## src/hw/rtl/bjdr_pkg.sv

```systemverilog
// shared types and constants of the debounce and autorepeat block
`default_nettype none

package bjdr_pkg;

  localparam int unsigned ButtonBits = 5;
  localparam int unsigned VecBits    = 9;
  localparam int unsigned BitRight   = 5;
  localparam int unsigned BitLeft    = 6;
  localparam int unsigned BitUp      = 7;
  localparam int unsigned BitDown    = 8;
  localparam int unsigned AxisW      = 12;
  localparam int unsigned StepW      = 8;
  localparam int unsigned CountW     = 16;
  localparam int unsigned InDataW    = 32;
  localparam int unsigned OutDataW   = 24;
  localparam int unsigned CfgIdxW    = 3;
  localparam int unsigned CfgDataW   = 16;

  typedef enum logic [CfgIdxW-1:0] {
    CfgStepUp      = 3'd0,
    CfgStepDown    = 3'd1,
    CfgUpperPress  = 3'd2,
    CfgUpperRel    = 3'd3,
    CfgLowerPress  = 3'd4,
    CfgLowerRel    = 3'd5,
    CfgRptDelay    = 3'd6,
    CfgRptPeriod   = 3'd7
  } cfg_idx_e;

  typedef struct packed {
    logic [StepW-1:0]  step_up;
    logic [StepW-1:0]  step_down;
    logic [AxisW-1:0]  upper_press;
    logic [AxisW-1:0]  upper_rel;
    logic [AxisW-1:0]  lower_press;
    logic [AxisW-1:0]  lower_rel;
    logic [CountW-1:0] rpt_delay;
    logic [CountW-1:0] rpt_period;
  } cfg_t;

endpackage

`default_nettype wire

```

## src/hw/rtl/bjdr_btn_lane.sv

```systemverilog
// one button lane: saturating integrator and debounced bit
`default_nettype none

module bjdr_btn_lane #(
  parameter int unsigned PRESSED_LEVEL = 255
) (
  input  wire logic           clk_i,
  input  wire logic           rst_ni,
  input  wire logic           en_i,
  input  wire logic           raw_i,
  input  wire bjdr_pkg::cfg_t cfg_i,
  output logic                db_q_o,
  output logic                db_d_o
);

  localparam logic [bjdr_pkg::StepW:0] FullLevel = (bjdr_pkg::StepW+1)'(PRESSED_LEVEL);

  logic [bjdr_pkg::StepW-1:0] lvl_q, lvl_d;
  logic                       db_q, db_d;
  logic [bjdr_pkg::StepW:0]   sum;

  always_comb begin
    sum   = {1'b0, lvl_q} + {1'b0, cfg_i.step_up};
    lvl_d = lvl_q;
    db_d  = db_q;
    if (raw_i) begin
      if (sum >= FullLevel) begin
        lvl_d = FullLevel[bjdr_pkg::StepW-1:0];
        db_d  = 1'b1;
      end else begin
        lvl_d = sum[bjdr_pkg::StepW-1:0];
      end
    end else if (lvl_q <= cfg_i.step_down) begin
      lvl_d = '0;
      db_d  = 1'b0;
    end else begin
      lvl_d = lvl_q - cfg_i.step_down;
    end
  end

  always_ff @(posedge clk_i or negedge rst_ni) begin
    if (!rst_ni) begin
      lvl_q <= '0;
      db_q  <= 1'b0;
    end else if (en_i) begin
      lvl_q <= lvl_d;
      db_q  <= db_d;
    end
  end

  assign db_q_o = db_q;
  assign db_d_o = db_d;

endmodule

`default_nettype wire

```

## src/hw/rtl/bjdr_axis.sv

```systemverilog
// one joystick axis: hysteresis for the high and low direction bits
`default_nettype none

module bjdr_axis (
  input  wire logic                       clk_i,
  input  wire logic                       rst_ni,
  input  wire logic                       en_i,
  input  wire logic [bjdr_pkg::AxisW-1:0] sample_i,
  input  wire bjdr_pkg::cfg_t             cfg_i,
  output logic [1:0]                      dir_q_o,
  output logic [1:0]                      dir_d_o
);

  // bit 0 high direction (right or up), bit 1 low direction (left or down)
  logic [1:0] dir_q, dir_d;

  always_comb begin
    dir_d = dir_q;
    if (sample_i > cfg_i.upper_press) dir_d[0] = 1'b1;
    if (sample_i < cfg_i.upper_rel)   dir_d[0] = 1'b0;
    if (sample_i < cfg_i.lower_press) dir_d[1] = 1'b1;
    if (sample_i > cfg_i.lower_rel)   dir_d[1] = 1'b0;
  end

  always_ff @(posedge clk_i or negedge rst_ni) begin
    if (!rst_ni) begin
      dir_q <= '0;
    end else if (en_i) begin
      dir_q <= dir_d;
    end
  end

  assign dir_q_o = dir_q;
  assign dir_d_o = dir_d;

endmodule

`default_nettype wire

```

## src/hw/rtl/bjdr_rpt_lane.sv

```systemverilog
// one autorepeat lane: hold counter and repeat phase counter
`default_nettype none

module bjdr_rpt_lane (
  input  wire logic           clk_i,
  input  wire logic           rst_ni,
  input  wire logic           en_i,
  input  wire logic           level_i,
  input  wire bjdr_pkg::cfg_t cfg_i,
  output logic                fire_o
);

  logic [bjdr_pkg::CountW-1:0] held_q, held_d, held_inc;
  logic [bjdr_pkg::CountW-1:0] phase_q, phase_d;
  logic [bjdr_pkg::CountW:0]   phase_inc;
  logic                        fire;

  always_comb begin
    held_inc  = held_q + 1'b1;
    phase_inc = {1'b0, phase_q} + 1'b1;
    held_d    = held_q;
    phase_d   = phase_q;
    fire      = 1'b0;
    if (!level_i) begin
      held_d  = '0;
      phase_d = '0;
    end else if (held_q < cfg_i.rpt_delay) begin
      held_d = held_inc;
      if (held_inc == cfg_i.rpt_delay) begin
        fire    = 1'b1;
        phase_d = '0;
      end
    end else if (phase_inc >= {1'b0, cfg_i.rpt_period}) begin
      fire    = 1'b1;
      phase_d = '0;
    end else begin
      phase_d = phase_inc[bjdr_pkg::CountW-1:0];
    end
  end

  always_ff @(posedge clk_i or negedge rst_ni) begin
    if (!rst_ni) begin
      held_q  <= '0;
      phase_q <= '0;
    end else if (en_i) begin
      held_q  <= held_d;
      phase_q <= phase_d;
    end
  end

  assign fire_o = fire;

endmodule

`default_nettype wire

```

## src/hw/rtl/bjdr_merge.sv

```systemverilog
// merge of lane results into presses, with a two-entry output buffer
`default_nettype none

module bjdr_merge (
  input  wire logic                          clk_i,
  input  wire logic                          rst_ni,
  input  wire logic                          push_i,
  input  wire logic [bjdr_pkg::VecBits-1:0]  old_vec_i,
  input  wire logic [bjdr_pkg::VecBits-1:0]  new_vec_i,
  input  wire logic [bjdr_pkg::VecBits-1:0]  repeats_i,
  output logic                               ready_o,
  output logic                               m_valid_o,
  input  wire logic                          m_ready_i,
  output logic [bjdr_pkg::OutDataW-1:0]      m_data_o
);

  localparam int unsigned PadW = bjdr_pkg::OutDataW - 2 * bjdr_pkg::VecBits;

  logic [bjdr_pkg::OutDataW-1:0] res;
  logic [bjdr_pkg::OutDataW-1:0] out_q, skid_q;
  logic                          out_vld_q, skid_vld_q;
  logic                          pop;
  logic [bjdr_pkg::VecBits-1:0]  presses;

  assign presses = (~old_vec_i & new_vec_i) | repeats_i;
  assign res     = {{PadW{1'b0}}, new_vec_i, presses};
  assign pop     = out_vld_q && m_ready_i;

  always_ff @(posedge clk_i or negedge rst_ni) begin
    if (!rst_ni) begin
      out_vld_q  <= 1'b0;
      skid_vld_q <= 1'b0;
    end else if (pop) begin
      if (skid_vld_q) begin
        skid_vld_q <= 1'b0;
      end else begin
        out_vld_q <= push_i;
      end
    end else if (push_i) begin
      if (out_vld_q) begin
        skid_vld_q <= 1'b1;
      end else begin
        out_vld_q <= 1'b1;
      end
    end
  end

  always_ff @(posedge clk_i) begin
    if (pop) begin
      if (skid_vld_q) begin
        out_q <= skid_q;
      end else if (push_i) begin
        out_q <= res;
      end
    end else if (push_i) begin
      if (out_vld_q) begin
        skid_q <= res;
      end else begin
        out_q <= res;
      end
    end
  end

  assign ready_o   = !skid_vld_q;
  assign m_valid_o = out_vld_q;
  assign m_data_o  = out_q;

endmodule

`default_nettype wire

```

## src/hw/rtl/button_joystick_debounce_repeat.sv

```systemverilog
// top level of the button and joystick debouncer with autorepeat
//
// channel   dir  handshake                     payload
// s_axis    in   s_axis_tvalid/s_axis_tready   raw_buttons, joystick_x, joystick_y
// m_axis    out  m_axis_tvalid/m_axis_tready   presses, debounced
// cfg       in   cfg_valid_i/cfg_ready_o       cfg_index_i, cfg_data_i
//
// one scan tick per cycle while s_axis_tready is high; the result is registered in the output buffer
// all lanes update in the accepting cycle, set by the integrator and counter adds
// two-entry output buffer: s_axis_tready drops only when both entries are full
// reset clears integrators, debounced bits and counters and loads register defaults
// configuration writes are taken every cycle
`default_nettype none

module button_joystick_debounce_repeat #(
  parameter int unsigned PRESSED_LEVEL = 255,
  parameter int unsigned BUTTON_LANES  = 5
) (
  input  wire logic                          clk_i,
  input  wire logic                          rst_ni,
  input  wire logic                          s_axis_tvalid,
  output logic                               s_axis_tready,
  // raw_buttons[4:0], joystick_x[16:5], joystick_y[28:17], zero pad
  input  wire logic [bjdr_pkg::InDataW-1:0]  s_axis_tdata,
  output logic                               m_axis_tvalid,
  input  wire logic                          m_axis_tready,
  // presses[8:0], debounced[17:9], zero pad
  output logic [bjdr_pkg::OutDataW-1:0]      m_axis_tdata,
  input  wire logic                          cfg_valid_i,
  output logic                               cfg_ready_o,
  input  wire logic [bjdr_pkg::CfgIdxW-1:0]  cfg_index_i,
  input  wire logic [bjdr_pkg::CfgDataW-1:0] cfg_data_i
);

  localparam int unsigned ActiveLanes =
    (BUTTON_LANES < bjdr_pkg::ButtonBits) ? BUTTON_LANES : bjdr_pkg::ButtonBits;

  bjdr_pkg::cfg_t                 cfg_q;
  logic                           accept;
  logic [bjdr_pkg::VecBits-1:0]   old_vec, new_vec, repeats;
  logic [1:0]                     x_q, x_d, y_q, y_d;

  assign cfg_ready_o = 1'b1;
  assign accept      = s_axis_tvalid && s_axis_tready;

  always_ff @(posedge clk_i or negedge rst_ni) begin
    if (!rst_ni) begin
      cfg_q.step_up     <= 8'd1;
      cfg_q.step_down   <= 8'd1;
      cfg_q.upper_press <= 12'd3000;
      cfg_q.upper_rel   <= 12'd2500;
      cfg_q.lower_press <= 12'd1000;
      cfg_q.lower_rel   <= 12'd1500;
      cfg_q.rpt_delay   <= 16'd30;
      cfg_q.rpt_period  <= 16'd3;
    end else if (cfg_valid_i) begin
      unique case (bjdr_pkg::cfg_idx_e'(cfg_index_i))
        bjdr_pkg::CfgStepUp:     cfg_q.step_up     <= cfg_data_i[7:0];
        bjdr_pkg::CfgStepDown:   cfg_q.step_down   <= cfg_data_i[7:0];
        bjdr_pkg::CfgUpperPress: cfg_q.upper_press <= cfg_data_i[11:0];
        bjdr_pkg::CfgUpperRel:   cfg_q.upper_rel   <= cfg_data_i[11:0];
        bjdr_pkg::CfgLowerPress: cfg_q.lower_press <= cfg_data_i[11:0];
        bjdr_pkg::CfgLowerRel:   cfg_q.lower_rel   <= cfg_data_i[11:0];
        bjdr_pkg::CfgRptDelay:   cfg_q.rpt_delay   <= cfg_data_i;
        bjdr_pkg::CfgRptPeriod:  cfg_q.rpt_period  <= cfg_data_i;
      endcase
    end
  end

  for (genvar i = 0; i < bjdr_pkg::ButtonBits; i++) begin : g_btn
    if (i < ActiveLanes) begin : g_on
      bjdr_btn_lane #(
        .PRESSED_LEVEL(PRESSED_LEVEL)
      ) u_lane (
        .clk_i (clk_i),
        .rst_ni(rst_ni),
        .en_i  (accept),
        .raw_i (s_axis_tdata[i]),
        .cfg_i (cfg_q),
        .db_q_o(old_vec[i]),
        .db_d_o(new_vec[i])
      );
    end else begin : g_off
      assign old_vec[i] = 1'b0;
      assign new_vec[i] = 1'b0;
    end
  end

  bjdr_axis u_axis_x (
    .clk_i   (clk_i),
    .rst_ni  (rst_ni),
    .en_i    (accept),
    .sample_i(s_axis_tdata[16:5]),
    .cfg_i   (cfg_q),
    .dir_q_o (x_q),
    .dir_d_o (x_d)
  );

  bjdr_axis u_axis_y (
    .clk_i   (clk_i),
    .rst_ni  (rst_ni),
    .en_i    (accept),
    .sample_i(s_axis_tdata[28:17]),
    .cfg_i   (cfg_q),
    .dir_q_o (y_q),
    .dir_d_o (y_d)
  );

  assign old_vec[bjdr_pkg::BitRight] = x_q[0];
  assign old_vec[bjdr_pkg::BitLeft]  = x_q[1];
  assign old_vec[bjdr_pkg::BitUp]    = y_q[0];
  assign old_vec[bjdr_pkg::BitDown]  = y_q[1];
  assign new_vec[bjdr_pkg::BitRight] = x_d[0];
  assign new_vec[bjdr_pkg::BitLeft]  = x_d[1];
  assign new_vec[bjdr_pkg::BitUp]    = y_d[0];
  assign new_vec[bjdr_pkg::BitDown]  = y_d[1];

  for (genvar i = 0; i < bjdr_pkg::VecBits; i++) begin : g_rpt
    bjdr_rpt_lane u_rpt (
      .clk_i  (clk_i),
      .rst_ni (rst_ni),
      .en_i   (accept),
      .level_i(new_vec[i]),
      .cfg_i  (cfg_q),
      .fire_o (repeats[i])
    );
  end

  bjdr_merge u_merge (
    .clk_i    (clk_i),
    .rst_ni   (rst_ni),
    .push_i   (accept),
    .old_vec_i(old_vec),
    .new_vec_i(new_vec),
    .repeats_i(repeats),
    .ready_o  (s_axis_tready),
    .m_valid_o(m_axis_tvalid),
    .m_ready_i(m_axis_tready),
    .m_data_o (m_axis_tdata)
  );

endmodule

`default_nettype wire

```

## config.mk

```make
export PLATFORM = sky130hd
export DESIGN_NAME = button_joystick_debounce_repeat
export DESIGN_NICKNAME = d
export VERILOG_FILES = /design/src/hw/rtl/bjdr_pkg.sv /design/src/hw/rtl/bjdr_btn_lane.sv /design/src/hw/rtl/bjdr_axis.sv /design/src/hw/rtl/bjdr_rpt_lane.sv /design/src/hw/rtl/bjdr_merge.sv /design/src/hw/rtl/button_joystick_debounce_repeat.sv
export SDC_FILE = /design/constraint.sdc
export NUM_CORES = 2
export LEC_CHECK = 0
export BUFFER_PORTS_ARGS = -buffer_cell sky130_fd_sc_hd__buf_2
export CORE_UTILIZATION = 50
export DETAILED_ROUTE_END_ITERATION = 10
export GPL_TIMING_DRIVEN = 0
export PLACE_DENSITY = 0.68
export SLEW_MARGIN = 5
export SYNTH_ARGS = -nofsm -noshare
export SYNTH_HDL_FRONTEND = slang
export SYNTH_HIERARCHICAL = 1
export SYNTH_SLANG_ARGS = --single-unit
```

## constraint.sdc

```tcl
create_clock -name clk_i -period 3.92 [get_ports clk_i]
set_input_delay 0.196 -clock clk_i [delete_from_list [all_inputs] [get_ports clk_i]]
set_output_delay 0.196 -clock clk_i [all_outputs]
set_load 0.01 [all_outputs]
```

---- After elaboration in Yosys (flattened, before gate mapping) ----
Cells that the tools add are included.
storage, ports and cells
  register bits after elaboration ......... 477
  bits of input ports ..................... 56
cells by class
  equal/unequal tests ..................... 36
  reduce and logical (&&, ||, !) cells .... 37
  mux-type cells .......................... 139
  $lt $le $gt $ge ......................... 36
  bitwise operators ....................... 4
  $add $sub $neg .......................... 28
operators by type and width
  cell                   number
  $mux 16                54
  $add 16x1->17 const B  9
  $ge 17x16->1           9
  $add 16x1->16 const B  9
  $eq 16x16->1           9
  $lt 16x16->1           9
  $mux 24                5
  $mux 8                 15
  $mux 1                 65
  $reduce_and 2->1       28
  $gt 12x12->1           4
  $lt 12x12->1           4
  $add 8x8->9            5
  $ge 9x8->1 const B     5
  $le 8x8->1             5
  $sub 8x8->8            5
  $ne 3x3->1 const B     9
  $ne 2x2->1 const B     11
  $eq 3x3->1 const B     4
  $and 9x9->9            1
  $not 9->9              1
  $or 9x9->9             1
  $eq 3x2->1 const B     2
  $reduce_and 3->1       2
  other kinds (6)        9

---- Logic depth before layout (Yosys ltp) ----
  word-level depth ........................ 9
  gate-level depth with buffers ........... 17

---- By module ----
Netlist, hierarchy kept.
modules (own cells, without submodules)
  module                                     cells each  instances  sequential area each (sq um)  area an instance (sq um)
  bjdr_rpt_lane at g_rpt[0].u_rpt ...        385         6          800.8                         3183.1
  bjdr_rpt_lane at g_rpt[2].u_rpt ...        374         2          800.8                         3085.5
  button_joystick_debounce_repeat            214         1          2443.6                        3729.8
  bjdr_btn_lane at g_btn[0].g_on.u_lane ...  147         3          225.2                         1179.9
  bjdr_rpt_lane at g_rpt[8].u_rpt            381         1          800.8                         3290.7
  bjdr_axis                                  168         2          50.0                          1247.4
  bjdr_btn_lane at g_btn[3].g_on.u_lane ...  142         2          225.2                         1174.9
  bjdr_merge                                 113         1          1131.1                        1642.8

---- Worst setup path before layout ----
No wires, ideal clock.
  kind .................................... register -> register
  start point ............................. register cfg_q[89] (netlist bit)
  end point ............................... register g_rpt[2].u_rpt/phase_q[11] (netlist bit)
  cell stages (with the launch flop) ...... 13
  data arrival time ....................... 3.600 ns
  period minus slack after synthesis ...... 3.666 ns
  buffers on the path ..................... 1
  setup slack ............................. 0.254 ns
  cell sequence ........................... dfrtp_1 > fa_1 > a21o_1 > a221oi_2 > xor2_1 > nor4_1 > a31oi_1 > o21ai_1 > inv_1 > a31o_2 > nor4_1 > buf_2 > a22o_1
on the way
  cells in the longest elaborated chain, start to end .. 6
RTL lines
  element                     line                                   text
  from (decl)                 button_joystick_debounce_repeat.sv:38  bjdr_pkg::cfg_t cfg_q;
  $add 8x8->9 *               bjdr_btn_lane.sv:23                    sum = {1'b0, lvl_q} + {1'b0, cfg_i.step_up};
  $ge 9x8->1 *                bjdr_btn_lane.sv:27                    if (sum >= FullLevel) begin
  $mux 1 *                    bjdr_btn_lane.sv:27
  $mux 1 *                    bjdr_btn_lane.sv:26                    if (raw_i) begin
  net new_vec, one bit        button_joystick_debounce_repeat.sv:40  logic [bjdr_pkg::VecBits-1:0] old_vec, new_vec, repeats;
  $ne 3x3->1 (no line)        --
  $reduce_and 2->1 (no line)  --
  to (signal assigned)        bjdr_rpt_lane.sv:47                    phase_q <= phase_d;
  to (decl)                   bjdr_rpt_lane.sv:14                    logic [bjdr_pkg::CountW-1:0] phase_q, phase_d;
The timed path passes the listed nets; every way through them passes the cells marked *.
A chain may end at the register's enable or synchronous reset.

---- Final worst setup path ----
  start point ............................. register cfg_q[88] (netlist bit)
  end point ............................... register u_merge.out_q, in the netlist u_merge/m_data_o[2], data pin
on the way
  cells in the longest elaborated chain, start to end .. 9
RTL lines
  element                     line                                   text
  $add 8x8->9 *               bjdr_btn_lane.sv:23
  $ge 9x8->1 *                bjdr_btn_lane.sv:27
  $mux 1 *                    bjdr_btn_lane.sv:27
  $mux 1 *                    bjdr_btn_lane.sv:26
  net new_vec, one bit        button_joystick_debounce_repeat.sv:40
  $mux 1 *                    bjdr_rpt_lane.sv:24                    if (!level_i) begin
  net repeats, one bit        button_joystick_debounce_repeat.sv:40
  $or 9x9->9 *                bjdr_merge.sv:25                       assign presses = (~old_vec_i & new_vec_i) | repeats_i;
  $mux 24 (on tied branches)  bjdr_merge.sv:56, bjdr_merge.sv:52
  $mux 24 (on tied branches)  bjdr_merge.sv:55, bjdr_merge.sv:50
  $mux 24 *                   bjdr_merge.sv:49                       if (pop) begin
  to (signal assigned)        bjdr_merge.sv:51                       out_q <= skid_q;
  to (signal assigned)        bjdr_merge.sv:53                       out_q <= res;
  to (signal assigned)        bjdr_merge.sv:59                       out_q <= res;
  to (decl)                   bjdr_merge.sv:20                       logic [bjdr_pkg::OutDataW-1:0] out_q, skid_q;
The timed path passes the listed nets; every way through them passes the cells marked *. The select of a mux whose other input is x is not followed.

==> impl_metrics.env <==
export IMPL_final_antenna_net_count=0
export IMPL_routedWlPerCell_microns=20.4
export IMPL_final_hold_violation_count=0
export IMPL_path_clk_slew_ns=0.06
export IMPL_worstSetupStartpointType="flip-flop"
export IMPL_final_min_clock_period_ns=3.89
export IMPL_syn_area_sq_um=42300
export IMPL_synthFlopType="dfrtp_1"
export IMPL_slowest_delay_ns=0.46
export IMPL_via_per_inst=6.06
export IMPL_required_ns=4.40
export IMPL_slew_viol_final=0
export IMPL_crit_type="reg2reg"
export IMPL_fin_util_pct=57.1
export IMPL_yosysUniqueCellTypes=108
export IMPL_cts_sink_count=471
export IMPL_ys_warn_count=6
export IMPL_wirelength_mm=127
export IMPL_rows=106
export IMPL_clk_latency_ns=0.67
export IMPL_drive_gt1_share_pct=14.4
export IMPL_netlist_top_cells_area="dfrtp_1 24%, ha_1 14%, inv_1 4.8%"
export IMPL_dp_hpwl_mm=87.9
export IMPL_worst_r2r_path_depth=14
export IMPL_synth_edff_count=36
export IMPL_reg2reg_to="u_merge/m_data_o[2]$_DFFE_PP_"
export IMPL_first_pass_iters=6
export IMPL_clockRootBuffer="clkbuf_16"
export IMPL_fin_crit_sh_pct=99.3
export IMPL_grt_max_degree=112
export IMPL_antenna_found_initial=2
export IMPL_die_area_sq_um=85800
export IMPL_clock_path_buffers=3
export IMPL_hold_ws_ns=0.0356
export IMPL_core_area_sq_um=83700
export IMPL_path_max_fanout=6
export IMPL_fmaxAchievable_mhz=257
export IMPL_drv_cap=0
export IMPL_critical_path_cell_chain="ha_1, fa_1, a21o_1, a221oi_4, xor2_1, nor4_2, a31oi_2, o21ai_4, buf_12, o211a_1, nand2_1, o32ai_1, inv_2, a31oi_4"
export IMPL_rsz0062_at_grt="yes"
export IMPL_cts_tree="yes"
export IMPL_worstReg2RegStart="cfg_q[88]$_DFFE_PN1P_"
export IMPL_grt_pass1_wl_mm=198
export IMPL_die_y_microns=293
export IMPL_area_growth_pct=13.0
export IMPL_grt_pass1_vias=36300
export IMPL_p_switching_mw=10.4
export IMPL_powerDensity_nw_per_um2=507
export IMPL_yosysTopAreaCell="dfrtp_1"
export IMPL_h_tree_depth=2
export IMPL_syn_inst=4827
export IMPL_ys_seq_elements=471
export IMPL_async_reset_ff_share_pct=92.4
export IMPL_r2r_slack_ns=0.03
export IMPL_status="finished, final reports clean"
export IMPL_nets=5571
export IMPL_internal_power_mw=13.9
export IMPL_synth_top_area_share_pct=23.8
export IMPL_hold_class="in2async"
export IMPL_worst_pin_slew_ns=1.35
export IMPL_grt_use_total_pct=28.9
export IMPL_leakage_nw=22.2
export IMPL_yosysSeqAreaShare_pct=28.4
export IMPL_cp_slowest_cell="dfstp_2"
export IMPL_die_w_microns=293
export IMPL_pwr_share_comb_pct=45.7
export IMPL_setup_violations_final=0
export IMPL_ir_drop_mv=0.545
export IMPL_overflow=0
export IMPL_path_buf_inv=2
export IMPL_numCtsBuffers=56
export IMPL_p_seq_share_pct=29.9
export IMPL_critical_path_arrival_ns=4.38
export IMPL_start_util_pct=50.6
export IMPL_pin_count=83
export IMPL_route_detailed_drc=0
export IMPL_crit_family="compound AO/OA/AOI/OAI gates"
export IMPL_ys_top_cells_by_count="537 x inv_1, 478 x ha_1, 402 x dfrtp_1"
export IMPL_num_vias=37600
export IMPL_startpoint="cfg_q[88]$_DFFE_PN1P_"
export IMPL_gp_congestion=0.944
export IMPL_io_buffers=68
export IMPL_pwr_share_clk_pct=24.4
export IMPL_drt_iter0_markers=2826
export IMPL_netSwitchingFraction_pct=42.8
export IMPL_slew_headroom_pct=9.76
export IMPL_synth_avg_cell_area_sq_um=8.77
export IMPL_skew_ns=0.0518
export IMPL_synth_most_common_cell="inv_1"
export IMPL_cp_end_kind="flip-flop"
-- through the flow --
stage          setup TNS [ns]  power, mW  instances  area, sq um  setup slack (ns)
4_1_cts                     0       23.9       6182        47100          0.000634
3_5_place_dp          -136.65       17.6       6042        44300             -1.54
3_3_place_gp         -3131.76       17.4       6034        44100             -6.79
6_report                    0       24.2       6210        47800            0.0261
2_1_floorplan               0       14.3       4832        42300             0.254
5_1_grt                -0.409       25.8       6209        47800            -0.103
-- power by group through the flow --
stage	sequential [mW]	combinational (mW)	clock, mW
2_1_floorplan	6.55	7.74	0
3_3_place_gp	7.34	10.1	0
3_5_place_dp	7.29	10.3	0
4_1_cts	7.22	10.6	6.03
5_1_grt	7.31	12.2	6.22
6_report	7.24	11.1	5.92
-- metal layers --
layer | up-vias | share of wire, % | global-route usage (%)
met5 | - | 0 | 0
met4 | 0 | 4.4 | 12.2
met3 | 257 | 6.3 | 3.42
met2 | 1206 | 46 | 46.8
met1 | 18100 | 44 | 39.0
li1 | 18000 | - | -
-- sequential cells by signal (all words and copies together) (netlist names) --
register	cells
g_rpt.u_rpt/phase_q	144
g_btn.g_on.u_lane/lvl_q	40
u_merge/m_valid_o	1
u_merge/skid_vld_q	1
g_rpt.u_rpt/held_q	144
u_axis_x/dir_q_o	2
g_btn.g_on.u_lane/db_q_o	5
u_merge/skid_q	18
u_axis_y/dir_q_o	2
u_merge/m_data_o	18
cfg_q	96
-- worst max path at each step --
stage | endpoint | depth (start not counted) | slack [ns]
2_1_floorplan | g_rpt[2].u_rpt/phase_q[11]$_DFFE_PN0P_ | 12 | 0.25
3_3_place_gp | g_btn[1].g_on.u_lane/lvl_q[6]$_DFFE_PN0P_ | 1 | -6.79
3_5_place_dp | g_rpt[2].u_rpt/phase_q[13]$_DFFE_PN0P_ | 12 | -1.54
4_1_cts | u_merge/m_data_o[2]$_DFFE_PP_ | 15 | 0.0006
5_1_grt | u_merge/m_data_o[2]$_DFFE_PP_ | 14 | -0.10
6_report | u_merge/m_data_o[2]$_DFFE_PP_ | 14 | 0.03
-- area by class of cell --
cell class	count	area (sq um)
fillers	7445	35900
clock buffers	68	1530
well taps	1134	1420
inverters	546	2050
diodes	1	2.50
clock inverters	38	561
repair buffers	149	1190
flip-flops and latches	471	12100
plain buffers	199	1310
multi-input cells	3604	27700
-- kinds of logic after synthesis --
logic type | after synthesis | synth area share [%]
AO/OA/AOI/OAI | 1164 | 19.2
XOR/XNOR | 337 | 7.04
adder cells (fa/ha/maj) | 488 | 14.6
buffers and inverters | 758 | 7.77
flip-flops | 471 | 28.4
multiplexers | 162 | 4.20
other | 2 | 0.0177
AND/OR/NAND/NOR | 1445 | 18.8
-- cells in the final DEF, fill, tap and decap left out, drive strengths merged, types with 21 or more instances in the layout --
cell / synthesis / routed
nand4: 160 / 160
buf: 89 / 224
inv: 537 / 537
a21oi: 210 / 210
xor2: 133 / 133
and4: 47 / 47
or4: 21 / 21
nor4: 41 / 41
a211oi: 115 / 115
mux2: 123 / 123
nor3: 70 / 70
o21a: 38 / 38
ha: 478 / 478
clkinv: 9 / 30
a2111oi: 23 / 23
xnor2: 202 / 202
nand2: 281 / 281
nor2b: 41 / 41
clkbuf: 123 / 168
o211ai: 39 / 39
mux2i: 39 / 39
nor2: 241 / 241
dlygate4sd3: 0 / 24
edfxtp: 36 / 36
a221o: 26 / 26
o31ai: 28 / 28
a21o: 69 / 69
and3: 86 / 86
or3: 21 / 21
nand3: 248 / 248
dfrtp: 402 / 402
a211o: 21 / 21
and2: 43 / 44
dfstp: 33 / 33
a22o: 98 / 98
o21ai: 261 / 261
a31oi: 68 / 68
nand2b: 61 / 61
a221oi: 31 / 31
-- timing repair --
| action | in CTS | in global routing |
|---|---|---|
| hold buffers | 24 | 0 |
| gates resized for setup | 88 | 155 |
| endpoints found under the hold margin | 317 | 0 |
| gates cloned | 0 | 2 |
| setup buffers | 16 | 32 |
| pin swaps | 12 | 34 |
| setup endpoints to repair | 247 | 247 |
Note: power is estimated with default switching activity, not from simulation.
